--- config.mk ---
export PLATFORM = sky130hd
export DESIGN_NAME = stack_calculator_core
export DESIGN_NICKNAME = d
export VERILOG_FILES = /design/src/rtl/scc_pkg.sv /design/src/rtl/scc_front.sv /design/src/rtl/scc_divpow.sv /design/src/rtl/scc_exec.sv /design/src/rtl/stack_calculator_core.sv
export SDC_FILE = /design/constraint.sdc
export NUM_CORES = 2
export LEC_CHECK = 0
export BUFFER_PORTS_ARGS = -buffer_cell sky130_fd_sc_hd__buf_2
export CAP_MARGIN = 20
export CORE_MARGIN = 2
export CORE_UTILIZATION = 48
export CTS_CLUSTER_SIZE = 28
export DETAILED_ROUTE_END_ITERATION = 6
export HOLD_SLACK_MARGIN = 0.06
export PLACE_DENSITY_LB_ADDON = 0.05
export SKIP_CTS_REPAIR_TIMING = 1
export SLEW_MARGIN = 20
export SYNTH_ARGS = -nofsm -noshare
export SYNTH_HDL_FRONTEND = slang
export SYNTH_HIERARCHICAL = 1
export SYNTH_SLANG_ARGS = --single-unit
--- constraint.sdc ---
create_clock -name clk_i -period 10.7 [get_ports clk_i]
set_clock_uncertainty 0.1 [all_clocks]
set_input_delay 2.14 -clock clk_i [delete_from_list [all_inputs] [get_ports clk_i]]
set_output_delay 2.14 -clock clk_i [all_outputs]
set_load 0.05 [all_outputs]
--- src/rtl/scc_pkg.sv ---
// Package for the stack calculator core: opcodes, status codes and item types.
// Used by every module in rtl; depends on nothing.
package scc_pkg;

  localparam int StackDepth = 10;
  localparam int SpW = $clog2(StackDepth + 1);
  localparam int IdxW = $clog2(StackDepth);

  typedef enum logic [3:0] {
    OP_PUSH = 4'd0, OP_PUSHR = 4'd1, OP_PLUS = 4'd2, OP_NEG = 4'd3, OP_RET = 4'd4,
    OP_ADD = 4'd5, OP_SUB = 4'd6, OP_MUL = 4'd7, OP_DIV = 4'd8, OP_MOD = 4'd9,
    OP_POW = 4'd10
  } opcode_e;

  typedef enum logic [2:0] {
    ST_OK = 3'd0, ST_UNDER = 3'd1, ST_OVER = 3'd2, ST_DIVZ = 3'd3, ST_BADOP = 3'd4
  } status_e;

  typedef enum logic [1:0] {
    CL_NOP, CL_PUSH, CL_NEG, CL_RET
  } unary_e;

  typedef struct packed {
    logic [3:0]         func;
    logic signed [31:0] immediate;
  } in_item_t;

  typedef struct packed {
    logic [2:0]         status;
    logic signed [31:0] top_value;
    logic [3:0]         stack_count;
    logic signed [31:0] program_value;
    logic               returned;
  } out_item_t;

  // Classified instruction passed from the front end to the execute unit.
  typedef struct packed {
    logic        bad;
    logic        binary;
    opcode_e     op;
    logic [31:0] imm;
  } cmd_t;

  typedef enum logic [2:0] {
    EX_IDLE, EX_RD, EX_ITER, EX_MUL, EX_DONE
  } ex_state_e;

endpackage

--- src/rtl/scc_front.sv ---
// Front end of the stack calculator: accepts instructions, classifies them
// and holds them in a two-entry queue. Depends on scc_pkg.
module scc_front (
  input  logic              clk_i,
  input  logic              rst_ni,
  input  logic              in_valid,
  output logic              in_ready,
  input  scc_pkg::in_item_t in_data,
  output logic              cmd_valid_o,
  input  logic              cmd_ready_i,
  output scc_pkg::cmd_t     cmd_o
);
  import scc_pkg::*;

  cmd_t       q_mem_q [2];
  logic       wp_q, rp_q;
  logic [1:0] cnt_q;
  cmd_t       cls;
  logic       push, pop;

  always_comb begin
    cls.imm    = in_data.immediate;
    cls.op     = opcode_e'(in_data.func);
    cls.bad    = (in_data.func > 4'd10);
    cls.binary = (in_data.func >= 4'd5) && !cls.bad;
  end

  assign in_ready    = (cnt_q != 2'd2);
  assign push        = in_valid && in_ready;
  assign cmd_valid_o = (cnt_q != 2'd0);
  assign pop         = cmd_valid_o && cmd_ready_i;
  assign cmd_o       = q_mem_q[rp_q];

  always_ff @(posedge clk_i) begin
    if (push) begin
      q_mem_q[wp_q] <= cls;
    end
  end

  always_ff @(posedge clk_i or negedge rst_ni) begin
    if (!rst_ni) begin
      wp_q  <= 1'b0;
      rp_q  <= 1'b0;
      cnt_q <= 2'd0;
    end else begin
      if (push) wp_q <= ~wp_q;
      if (pop) rp_q <= ~rp_q;
      cnt_q <= cnt_q + {1'b0, push} - {1'b0, pop};
    end
  end
endmodule

--- src/rtl/scc_divpow.sv ---
// Iterative arithmetic unit: 32-step restoring divide and square-and-multiply
// power, one step per cycle. Depends on scc_pkg.
module scc_divpow (
  input  logic        clk_i,
  input  logic        rst_ni,
  input  logic        start_i,
  input  logic        pow_i,
  input  logic [31:0] l_i,
  input  logic [31:0] r_i,
  output logic        done_o,
  output logic [31:0] quo_o,
  output logic [31:0] rem_o,
  output logic [31:0] pow_o
);
  import scc_pkg::*;

  logic        busy_q, pow_q;
  logic [5:0]  cnt_q;
  logic [31:0] a_q, b_q, r_q, acc_q;
  logic [32:0] trial;
  logic [31:0] rsh;

  assign rsh   = {r_q[30:0], a_q[31]};
  assign trial = {1'b0, rsh} - {1'b0, b_q};
  assign done_o = busy_q && (cnt_q == 6'd32);
  assign quo_o = a_q;
  assign rem_o = r_q;
  assign pow_o = acc_q;

  always_ff @(posedge clk_i or negedge rst_ni) begin
    if (!rst_ni) begin
      busy_q <= 1'b0;
      cnt_q  <= '0;
    end else if (start_i) begin
      busy_q <= 1'b1;
      cnt_q  <= '0;
    end else if (busy_q) begin
      if (cnt_q == 6'd32) busy_q <= 1'b0;
      else cnt_q <= cnt_q + 6'd1;
    end
  end

  // For power, a_q holds the base, b_q the exponent shifted right each step.
  always_ff @(posedge clk_i) begin
    if (start_i) begin
      pow_q <= pow_i;
      acc_q <= 32'd1;
      r_q   <= '0;
      if (pow_i) begin
        a_q <= l_i;
        b_q <= r_i;
      end else begin
        a_q <= l_i[31] ? 32'd0 - l_i : l_i;
        b_q <= r_i[31] ? 32'd0 - r_i : r_i;
      end
    end else if (busy_q && cnt_q != 6'd32) begin
      if (pow_q) begin
        if (b_q[0]) acc_q <= acc_q * a_q;
        a_q <= a_q * a_q;
        b_q <= b_q >> 1;
      end else if (!trial[32]) begin
        r_q <= trial[31:0];
        a_q <= {a_q[30:0], 1'b1};
      end else begin
        r_q <= rsh;
        a_q <= {a_q[30:0], 1'b0};
      end
    end
  end
endmodule

--- src/rtl/scc_exec.sv ---
// Execute unit of the stack calculator: operand stack, result register and
// the instruction sequencer. Depends on scc_pkg and scc_divpow.
module scc_exec (
  input  logic               clk_i,
  input  logic               rst_ni,
  input  logic               cmd_valid_i,
  output logic               cmd_ready_o,
  input  scc_pkg::cmd_t      cmd_i,
  output logic               out_valid,
  input  logic               out_ready,
  output scc_pkg::out_item_t out_data
);
  import scc_pkg::*;

  logic [31:0]    stk_q [StackDepth];
  logic [SpW-1:0] sp_q, sp_d;
  logic [31:0]    ret_q;
  ex_state_e      st_q, st_d;
  cmd_t           cmd_q;
  logic [31:0]    l_q, r_q, res;
  logic           ov_q;
  out_item_t      out_q;

  logic           du_start, du_done;
  logic [31:0]    quo, rem, pw;
  logic [2:0]     status;
  logic           wr_en, ret_en, fault;
  logic [SpW-1:0] wr_sp;
  logic [31:0]    wr_val;
  logic           use_unit;

  scc_divpow u_divpow (
    .clk_i   (clk_i),
    .rst_ni  (rst_ni),
    .start_i (du_start),
    .pow_i   (cmd_q.op == OP_POW),
    .l_i     (l_q),
    .r_i     (r_q),
    .done_o  (du_done),
    .quo_o   (quo),
    .rem_o   (rem),
    .pow_o   (pw)
  );

  assign cmd_ready_o = (st_q == EX_IDLE) && (!ov_q || out_ready);
  assign out_valid   = ov_q;
  assign out_data    = out_q;
  assign use_unit    = (cmd_q.op == OP_DIV) || (cmd_q.op == OP_MOD) ||
                       ((cmd_q.op == OP_POW) && !r_q[31]);

  always_comb begin
    res = '0;
    fault = 1'b0;
    unique case (cmd_q.op)
      OP_ADD: res = l_q + r_q;
      OP_SUB: res = l_q - r_q;
      OP_DIV: begin
        fault = (r_q == '0);
        res = (l_q[31] != r_q[31]) ? 32'd0 - quo : quo;
      end
      OP_MOD: begin
        fault = (r_q == '0);
        res = l_q[31] ? 32'd0 - rem : rem;
      end
      OP_POW: begin
        if (!r_q[31]) res = pw;
        else if (l_q == 32'd1) res = 32'd1;
        else if (l_q == '1) res = r_q[0] ? '1 : 32'd1;
        else begin
          res = '0;
          fault = (l_q == '0);
        end
      end
      default: res = '0;
    endcase
  end

  always_comb begin
    st_d     = st_q;
    sp_d     = sp_q;
    du_start = 1'b0;
    wr_en    = 1'b0;
    ret_en   = 1'b0;
    wr_sp    = sp_q;
    wr_val   = cmd_q.imm;
    status   = ST_OK;
    unique case (st_q)
      EX_IDLE: begin
        if (cmd_valid_i && cmd_ready_o) st_d = EX_RD;
      end
      EX_RD: begin
        if (cmd_q.bad) begin
          status = ST_BADOP;
          st_d = EX_DONE;
        end else if (!cmd_q.binary) begin
          st_d = EX_DONE;
          priority case (1'b1)
            cmd_q.op == OP_PUSH: begin
              if (sp_q >= SpW'(StackDepth)) status = ST_OVER;
              else begin
                wr_en = 1'b1;
                sp_d = sp_q + 1'b1;
              end
            end
            cmd_q.op == OP_NEG: begin
              if (sp_q == '0) status = ST_UNDER;
              else begin
                wr_en = 1'b1;
                wr_sp = sp_q - 1'b1;
                wr_val = 32'd0 - l_q;
              end
            end
            cmd_q.op == OP_RET: begin
              if (sp_q == '0) status = ST_UNDER;
              else begin
                ret_en = 1'b1;
                sp_d = sp_q - 1'b1;
              end
            end
            default: status = ST_OK;
          endcase
        end else if (sp_q < SpW'(2)) begin
          status = ST_UNDER;
          st_d = EX_DONE;
        end else if (use_unit && ((cmd_q.op == OP_POW) || (r_q != '0))) begin
          du_start = 1'b1;
          st_d = EX_ITER;
        end else st_d = EX_MUL;
      end
      EX_ITER: begin
        if (du_done) st_d = EX_MUL;
      end
      EX_MUL: begin
        st_d = EX_DONE;
        if (cmd_q.op == OP_MUL) wr_val = l_q * r_q;
        else wr_val = res;
        if (fault && cmd_q.op != OP_MUL) status = ST_DIVZ;
        else begin
          wr_en = 1'b1;
          wr_sp = sp_q - SpW'(2);
          sp_d = sp_q - 1'b1;
        end
      end
      EX_DONE: st_d = EX_IDLE;
      default: st_d = EX_IDLE;
    endcase
  end

  always_ff @(posedge clk_i or negedge rst_ni) begin
    if (!rst_ni) begin
      st_q  <= EX_IDLE;
      sp_q  <= '0;
      ret_q <= '1;
      ov_q  <= 1'b0;
    end else begin
      st_q <= st_d;
      sp_q <= sp_d;
      if (ret_en) ret_q <= l_q;
      if (st_q == EX_DONE) ov_q <= 1'b1;
      else if (ov_q && out_ready) ov_q <= 1'b0;
    end
  end

  always_ff @(posedge clk_i) begin
    if (st_q == EX_IDLE && cmd_valid_i && cmd_ready_o) cmd_q <= cmd_i;
    if (st_q == EX_IDLE) begin
      l_q <= (sp_q != '0) ? stk_q[IdxW'(sp_q - 1'b1)] : '0;
      r_q <= (sp_q > SpW'(1)) ? stk_q[IdxW'(sp_q - SpW'(2))] : '0;
    end
    if (wr_en) stk_q[IdxW'(wr_sp)] <= wr_val;
    if (st_q == EX_RD || st_q == EX_MUL) begin
      out_q.status <= status;
      out_q.returned <= ret_en;
    end
    if (st_q == EX_DONE) begin
      out_q.stack_count <= 4'(sp_q);
      out_q.top_value <= (sp_q != '0) ? stk_q[IdxW'(sp_q - 1'b1)] : '0;
      out_q.program_value <= ret_q;
    end
  end
endmodule

--- src/rtl/stack_calculator_core.sv ---
// Stack calculator core top level: front-end queue plus execute unit.
// Sequencing: push, return, negate, no-ops and bad opcodes pass through the read
// and done states; add, sub, mul, divide by zero and negative-exponent pow also pass
// the write-back state; div, mod and pow further wait on the 32-step shared divide
// and power unit. One item in execution; a new item is taken only when idle.
// Reset: asynchronous, active low; empties the stack and sets the result to -1.
module stack_calculator_core (
  input  logic               clk_i,
  input  logic               rst_ni,
  input  logic               in_valid,
  output logic               in_ready,
  input  scc_pkg::in_item_t  in_data,
  output logic               out_valid,
  input  logic               out_ready,
  output scc_pkg::out_item_t out_data
);
  import scc_pkg::*;

  logic cmd_valid, cmd_ready;
  cmd_t cmd;

  scc_front u_front (
    .clk_i       (clk_i),
    .rst_ni      (rst_ni),
    .in_valid    (in_valid),
    .in_ready    (in_ready),
    .in_data     (in_data),
    .cmd_valid_o (cmd_valid),
    .cmd_ready_i (cmd_ready),
    .cmd_o       (cmd)
  );

  scc_exec u_exec (
    .clk_i       (clk_i),
    .rst_ni      (rst_ni),
    .cmd_valid_i (cmd_valid),
    .cmd_ready_o (cmd_ready),
    .cmd_i       (cmd),
    .out_valid   (out_valid),
    .out_ready   (out_ready),
    .out_data    (out_data)
  );
endmodule

Yosys cells after proc, flatten, opt, wreduce, memory -nomap -nowiden
Memory sizes are Yosys's and may differ from the RTL's. A register that Yosys moved wholly into a read port is not among the register bits. Index checks and enable logic that the tools add are counted.

Bits in writable memories: 396. Memories: 2. Word-level logic and storage cells: 209. Register bits after elaboration: 284. Input bits: 40.

Memories: u_exec.stk_q (depth 10, width 32, rd ports 2, clocked after memory_dff 1, write ports 1, RTL line scc_exec.sv:15) `logic [31:0] stk_q [StackDepth];`; u_front.q_mem_q (depth 2, width 38, rd ports 1, clocked after memory_dff 1, write ports 1, RTL line scc_front.sv:15) `cmd_t q_mem_q [2];`.

Multipliers: 3. $add $sub $neg: 13. Mux-type cells: 94. Reductions and logical operators: 41. $lt $le $gt $ge: 5. Bitwise gates (word level): 3. Eq/ne operators: 28.

Operators with widths (count): 2-to-1 mux 32 bit (24); one-hot mux 32 bit (5 select lines) (1); subtractor 1 x 32 -> 32 bit (first input constant) (4); multiplier 32 x 32 -> 32 bit (3); logical NOT 32 bit (2); one-hot mux 32 bit (2 select lines) (1); 2-to-1 mux 4 bit (13); 2-to-1 mux 1 bit (34); subtractor 32 x 32 -> 33 bit (1); adder 32 bit (1); == test 32 x 1 -> 1 bit (second input constant) (1); == test 32 bit (second input constant) (1); nonzero test 32 bit (1); subtractor 32 bit (1); 2-to-1 mux 3 bit (10); 2-to-1 mux 6 bit (3); == test 4 x 3 -> 1 bit (second input constant) (4); one-hot mux 4 bit (2 select lines) (2); == test 4 bit (second input constant) (3); logical AND 1 bit (12); one-hot mux 3 bit (4 select lines) (1); nonzero test 2 bit (6); != test 2 bit (second input constant) (5); logical NOT 4 bit (2); 35 further kinds (51).

Logic depth before layout (Yosys ltp)
Word-level depth: 11. Depth in mapped cells: 29. Depth with buffers taken out: 28.

By module
The synthesis kept the hierarchy.

Modules (own cells, without submodules): scc_exec (times used 1, area an instance 43688.2 um^2, cells each 3789); scc_divpow (times used 1, area an instance 37708.7 um^2, cells each 4274); scc_front (times used 1, area an instance 2996.6 um^2, cells each 147).

Worst setup path after synthesis
Ideal clock, no wire load.

Path kind: flip-flop to flip-flop. Start: reg u_exec.u_divpow.a_q[2] (netlist: u_exec/u_divpow/quo_o[2]). End: reg u_exec.u_divpow.a_q[29] (netlist: u_exec/u_divpow/quo_o[29]) (data pin). Data required time: 10.338 ns. Library setup time: 0.262 ns. Data arrival time: 7.531 ns. Buffers on the path: 3. Cell stages (with the launch flop): 30. Setup slack: 2.807 ns. Cell sequence: edfxtp_1 clkbuf_1 clkbuf_1 clkbuf_1 nand2_1 fa_1 inv_1 fa_1 inv_1 fa_1 fa_1 inv_1 fa_1 inv_1 fa_1 inv_1 fa_1 inv_1 fa_1 inv_1 ha_1 o21a_1 a21oi_1 o221a_2 o31ai_1 a21o_1 or3_1 a31oi_1 xor2_1 o21ai_1.

Longest elaborated chain between the ends: 4.

Ends and longest elaborated chain: start, declared (RTL line scc_divpow.sv:19) `logic [31:0] a_q, b_q, r_q, acc_q;`; start signal, assigned (RTL line scc_divpow.sv:50) `a_q <= l_i;`; start signal, assigned (RTL line scc_divpow.sv:53) `a_q <= l_i[31] ? 32'd0 - l_i : l_i;`; start signal, assigned (RTL line scc_divpow.sv:59) `a_q <= a_q * a_q;`; multiplier 32 x 32 -> 32 bit (RTL line scc_divpow.sv:59); 2-to-1 mux 32 bit (RTL line scc_divpow.sv:57) `if (pow_q) begin`; 2-to-1 mux 32 bit (RTL line scc_divpow.sv:56) `end else if (busy_q && cnt_q != 6'd32) begin`; 2-to-1 mux 32 bit (RTL line scc_divpow.sv:45) `if (start_i) begin`.

No other way between the ends. The select of a mux whose other input is x is not followed. A chain may end at the register's enable or synchronous reset.

Worst setup path after layout
Start: reg u_exec.r_q[3] (read register of u_exec.stk_q). End: mem u_exec.stk_q[3][19] (data pin).

Longest elaborated chain between the ends: 4.

Ends and longest elaborated chain: start, declared (RTL line scc_exec.sv:20) `logic [31:0] l_q, r_q, res;`; branches (longest 2 deep; another with multiplier 32 x 32 -> 32 bit); 2-to-1 mux 32 bit (*) (RTL line scc_exec.sv:135) `if (cmd_q.op == OP_MUL) wr_val = l_q * r_q;`; one-hot mux 32 bit (2 select lines) (*) (RTL line scc_exec.sv:87) `unique case (st_q)`; via u_exec.wr_val[19] (RTL line scc_exec.sv:29) `logic [31:0] wr_val;`; end, declared (RTL line scc_exec.sv:15).

Mark *: on every way through the listed nets, which the timed path passes.

==> key figures <==
Clock network
  – CTS tree: built
  – TritonCTS Buffers: 85
  – Clock latency on the worst-skew pair: 730 ps
  – Root Driver: clkbuf_16
  – Longest Clk Path Bufs: 3
  – TritonCTS Sinks: 750
  – H-tree depth: 3
  – Worst-path clk slew: 60 ps

Hold path
  – WHS Endpoint: u_exec/u_divpow/pow_o[13]$_SDFFE_PP0P_
  – Min-Delay Startpoint: u_exec/u_divpow/pow_o[13]$_SDFFE_PP0P_
  – WHS Path Cells: 2
  – HP Class: register to register

Setup path
  – Crit path max fanout: 19
  – Critical Path AT: 9500 ps
  – Slowest cell delay on critical path: between 1000 and 1500 ps
  – Worst R2R Start: u_exec/r_q[3]$_SDFFCE_PP0N_
  – Cell Chain, Critical Path: buf_4, and2_1, fa_1, inv_1, fa_1, fa_1, inv_1, fa_1, ha_1, ha_1, inv_1, fa_1, inv_1, fa_1, ha_1, or3_1, o211a_1, o21ai_0, nor2b_1, o21a_1, nor2_1, xnor2_1, o21ai_0, o21ai_0
  – R2r setup slk: 1470 ps
  – Setup CP Type: register to register
  – Worst setup SP type: register
  – Reg2reg path depth: 24
  – Crit end category: register
  – Most Frequent Cell on Critical Path: fa_1
  – Critical R2R Capture: u_exec/stk_q[3][19]$_DFFE_PP_
  – CP max-delay cell: edfxtp_1
  – CP startpoint: u_exec/r_q[3]$_SDFFCE_PP0N_
  – Worst EP required: around 11000 ps

STA
  – Unrepaired setup endpoints after global routing: false
  – Relative slew slack: under 10%
  – Fin. Hold Viols: 0
  – Setup TNS: 0 ps
  – Max-slew violation count: 0
  – Final setup vio count: 0
  – F_max: 108 MHz
  – Final min period: approximately 9000 ps
  – Worst Tran Pin Value: 1410 ps
  – Fin crit share: 86.3%

Global route
  – Largest net degree at the start of global routing: around 130
  – First-pass GRT wire length: 425000 um
  – Total grt overflow: 0
  – Initial antenna violation count: 13
  – Gr usage total: 32.3%
  – Vias in the first global route: 64200

Placement
  – Detailed Place HPWL: between 200000 and 250000 um
  – I/O Buffers: 113
  – Placer Congestion: 0.972
  – Placed cells: 10400

Job
  – Max-capacitance violation count: 0

Synthesis
  – Post-synthesis cell area: 84400 um2
  – Syn Inst Count: 8210
  – Sequential share of the synthesized area: 25.7%
  – Synth warnings: 6
  – Post-synth ARST share: slightly below 7%
  – Synth unique cells: 95
  – Syn_nets: approximately 9900
  – Avg Synthesized Cell Area: 10.3 um2
  – Top_reg_cell synth: edfxtp_1
  – Yosys reg bits: 750
  – EDFF count, synth: 635

Finish
  – Share of post-route cells with drive strength above 1: 9.61%
  – Area growth, synth to finish: 7.77%
  – Layout Cells excl Fill: 10600
  – Nets: approximately 10000

Routing
  – Detailed Route WL: about 290000 um
  – Average wire per standard cell: 27.0 um
  – Detail Route Antenna Nets: 0
  – Via density: just under 6
  – Pre-antenna DRT Iters: 6
  – DRC: 0
  – DR iter-0 viols: 5199
  – Via count: 60900

Die
  – Die height: around 420 um
  – # rows: 153
  – Die ar.: around 180000 um2
  – Starting density of the core: 48.4%
  – DIE WIDTH: 423 um
  – Ports: 114
  – Core Region: between 150000 and 200000 um2

Run status
  – Status: finished, final reports clean
==> metrics by stage <==
step / util (%) / hold slack, ps / setup slack (ps) / instance area [um2]
after floorplan: - / 349 / 2810 / 84400
after global placement: 50.5 / 370 / 1650 / 88000
after detailed placement: 50.6 / 367 / 1470 / 88100
after CTS: 52.2 / 376 / 1440 / 90900
after global routing: 52.2 / 389 / 1250 / 90900
final: 52.2 / 376 / 1470 / 91000
==> layer usage <==
| metal | vias up | GRT usage (%) | wire [um] |
|---|---|---|---|
| li1 | 26400 | - | - |
| met1 | 31500 | 41.2 | 113000 |
| met2 | 2383 | 52.6 | 134000 |
| met3 | 567 | 5.81 | 20200 |
| met4 | 6 | 16.9 | 17600 |
| met5 | - | 0 | 33 |
==> how the worst max path moves through the flow <==
stage / end / slack, ps / depth (start not counted)
3_5_place_dp: u_exec/stk_q[8][30]$_DFFE_PP_ / 1470 / 24
5_1_grt: u_exec/stk_q[6][19]$_DFFE_PP_ / 1250 / 24
6_report: u_exec/stk_q[3][19]$_DFFE_PP_ / 1470 / 24
3_3_place_gp: u_exec/stk_q[8][30]$_DFFE_PP_ / 1650 / 24
2_1_floorplan: u_exec/u_divpow/quo_o[29]$_DFFE_PP_ / 2810 / 29
4_1_cts: u_exec/stk_q[7][30]$_DFFE_PP_ / 1440 / 24
==> kinds of logic after synthesis <==
group / after synthesis / synth area share (%)
DFF: 750 / 25.7
buffers and inverters: 1882 / 8.43
and+or+nand+nor: 2141 / 12.7
AOI/OAI and AO/OA: 1026 / 7.93
adders and majority gates: 1641 / 34.9
muxes: 311 / 5.69
xor gates and xnor gates: 459 / 4.76
==> critical path, delay by kind of cell (launching register included) <==
| family | cells | cell delay [ps] |
|---|---|---|
| and+or+nand+nor | 4 | 840 |
| buffers and inverters | 5 | 640 |
| adders and majority gates | 9 | 3530 |
| AOI/OAI and AO/OA | 5 | 2340 |
| xor gates and xnor gates | 1 | 330 |
| DFF | 1 | 1070 |
==> final cells by class <==
| cell class | instances | area (um2) |
|---|---|---|
| Tap cell | 2325 | 2910 |
| Fill cell | 15800 | 83300 |
| Sequential cell | 750 | 21700 |
| Clock buffer | 109 | 2320 |
| Clock inverter | 48 | 500 |
| Antenna cell | 6 | 15.0 |
| Inverter | 1424 | 5350 |
| Timing Repair Buffer | 333 | 2260 |
| Multi-Input combinational cell | 5578 | 55900 |
==> registers in the layout, indices dropped and copies added (netlist names), 6 cells and up <==
signal	count
u_exec/stk_q	320
u_front/q_mem_q	76
u_exec/out_data	72
u_exec/cmd_q	38
u_exec/l_q	32
u_exec/r_q	32
u_exec/ret_q	32
u_exec/u_divpow/b_q	32
u_exec/u_divpow/pow_o	32
u_exec/u_divpow/quo_o	32
u_exec/u_divpow/rem_o	32
u_exec/u_divpow/cnt_q	6
==> layout by cell type (no fill, tap or decap), types with 25 or more instances in the layout <==
cell       count
o21a_1        36
clkbuf_16     86
xor2_1       163
dfxtp_1       62
o21ai_0      212
mux2_2        71
nor4_1        27
nor3_1        45
fa_1        1183
and2_1       641
buf_2        112
nand2_1      892
o211ai_1      26
nand3_1       37
nor2_1       199
inv_1       1423
a211oi_1     143
nand2b_1      41
nor2b_1       99
dfstp_2       32
o31ai_1       47
ha_1         456
xnor2_1      291
a31oi_1       30
nand4_1       25
a21o_1        48
o21ai_1       28
a21oi_1      249
mux2i_1      112
edfxtp_1     635
mux4_2       128
buf_4        217
==> cell usage after synthesis, types with 13 or more instances <==
cell,n,area (um2)
or4_1,13,97.6
o21bai_1,18,135
edfxtp_1,635,19100
o21ai_1,27,135
or3_1,24,150
nand2b_1,41,257
and3_1,21,131
o22ai_1,14,87.6
a221o_1,14,140
inv_1,1423,5340
nand2_1,892,3350
nor4_1,28,175
xor2_1,167,1460
dfstp_2,32,841
o31ai_1,47,353
o21a_1,36,270
a21o_1,48,360
fa_1,1183,23700
o211ai_1,26,195
mux4_2,128,2880
o21ai_0,214,1070
nor2b_1,99,619
dfxtp_1,64,1280
and2_1,644,4030
dfrtp_1,19,475
mux2_2,71,800
nor2_1,211,792
nor3_1,48,240
ha_1,458,5730
xnor2_1,292,2560
a22oi_1,23,173
nand3_1,37,185
a21oi_1,250,1250
o41ai_1,18,158
clkbuf_1,417,1570
buf_1,28,105
a31oi_1,30,188
nand4_1,25,156
mux2i_1,112,1120
a211oi_1,160,1200
Power is not shown: default switching activity piles up to over one toggle a cycle in this logic, so the estimate is an artifact.
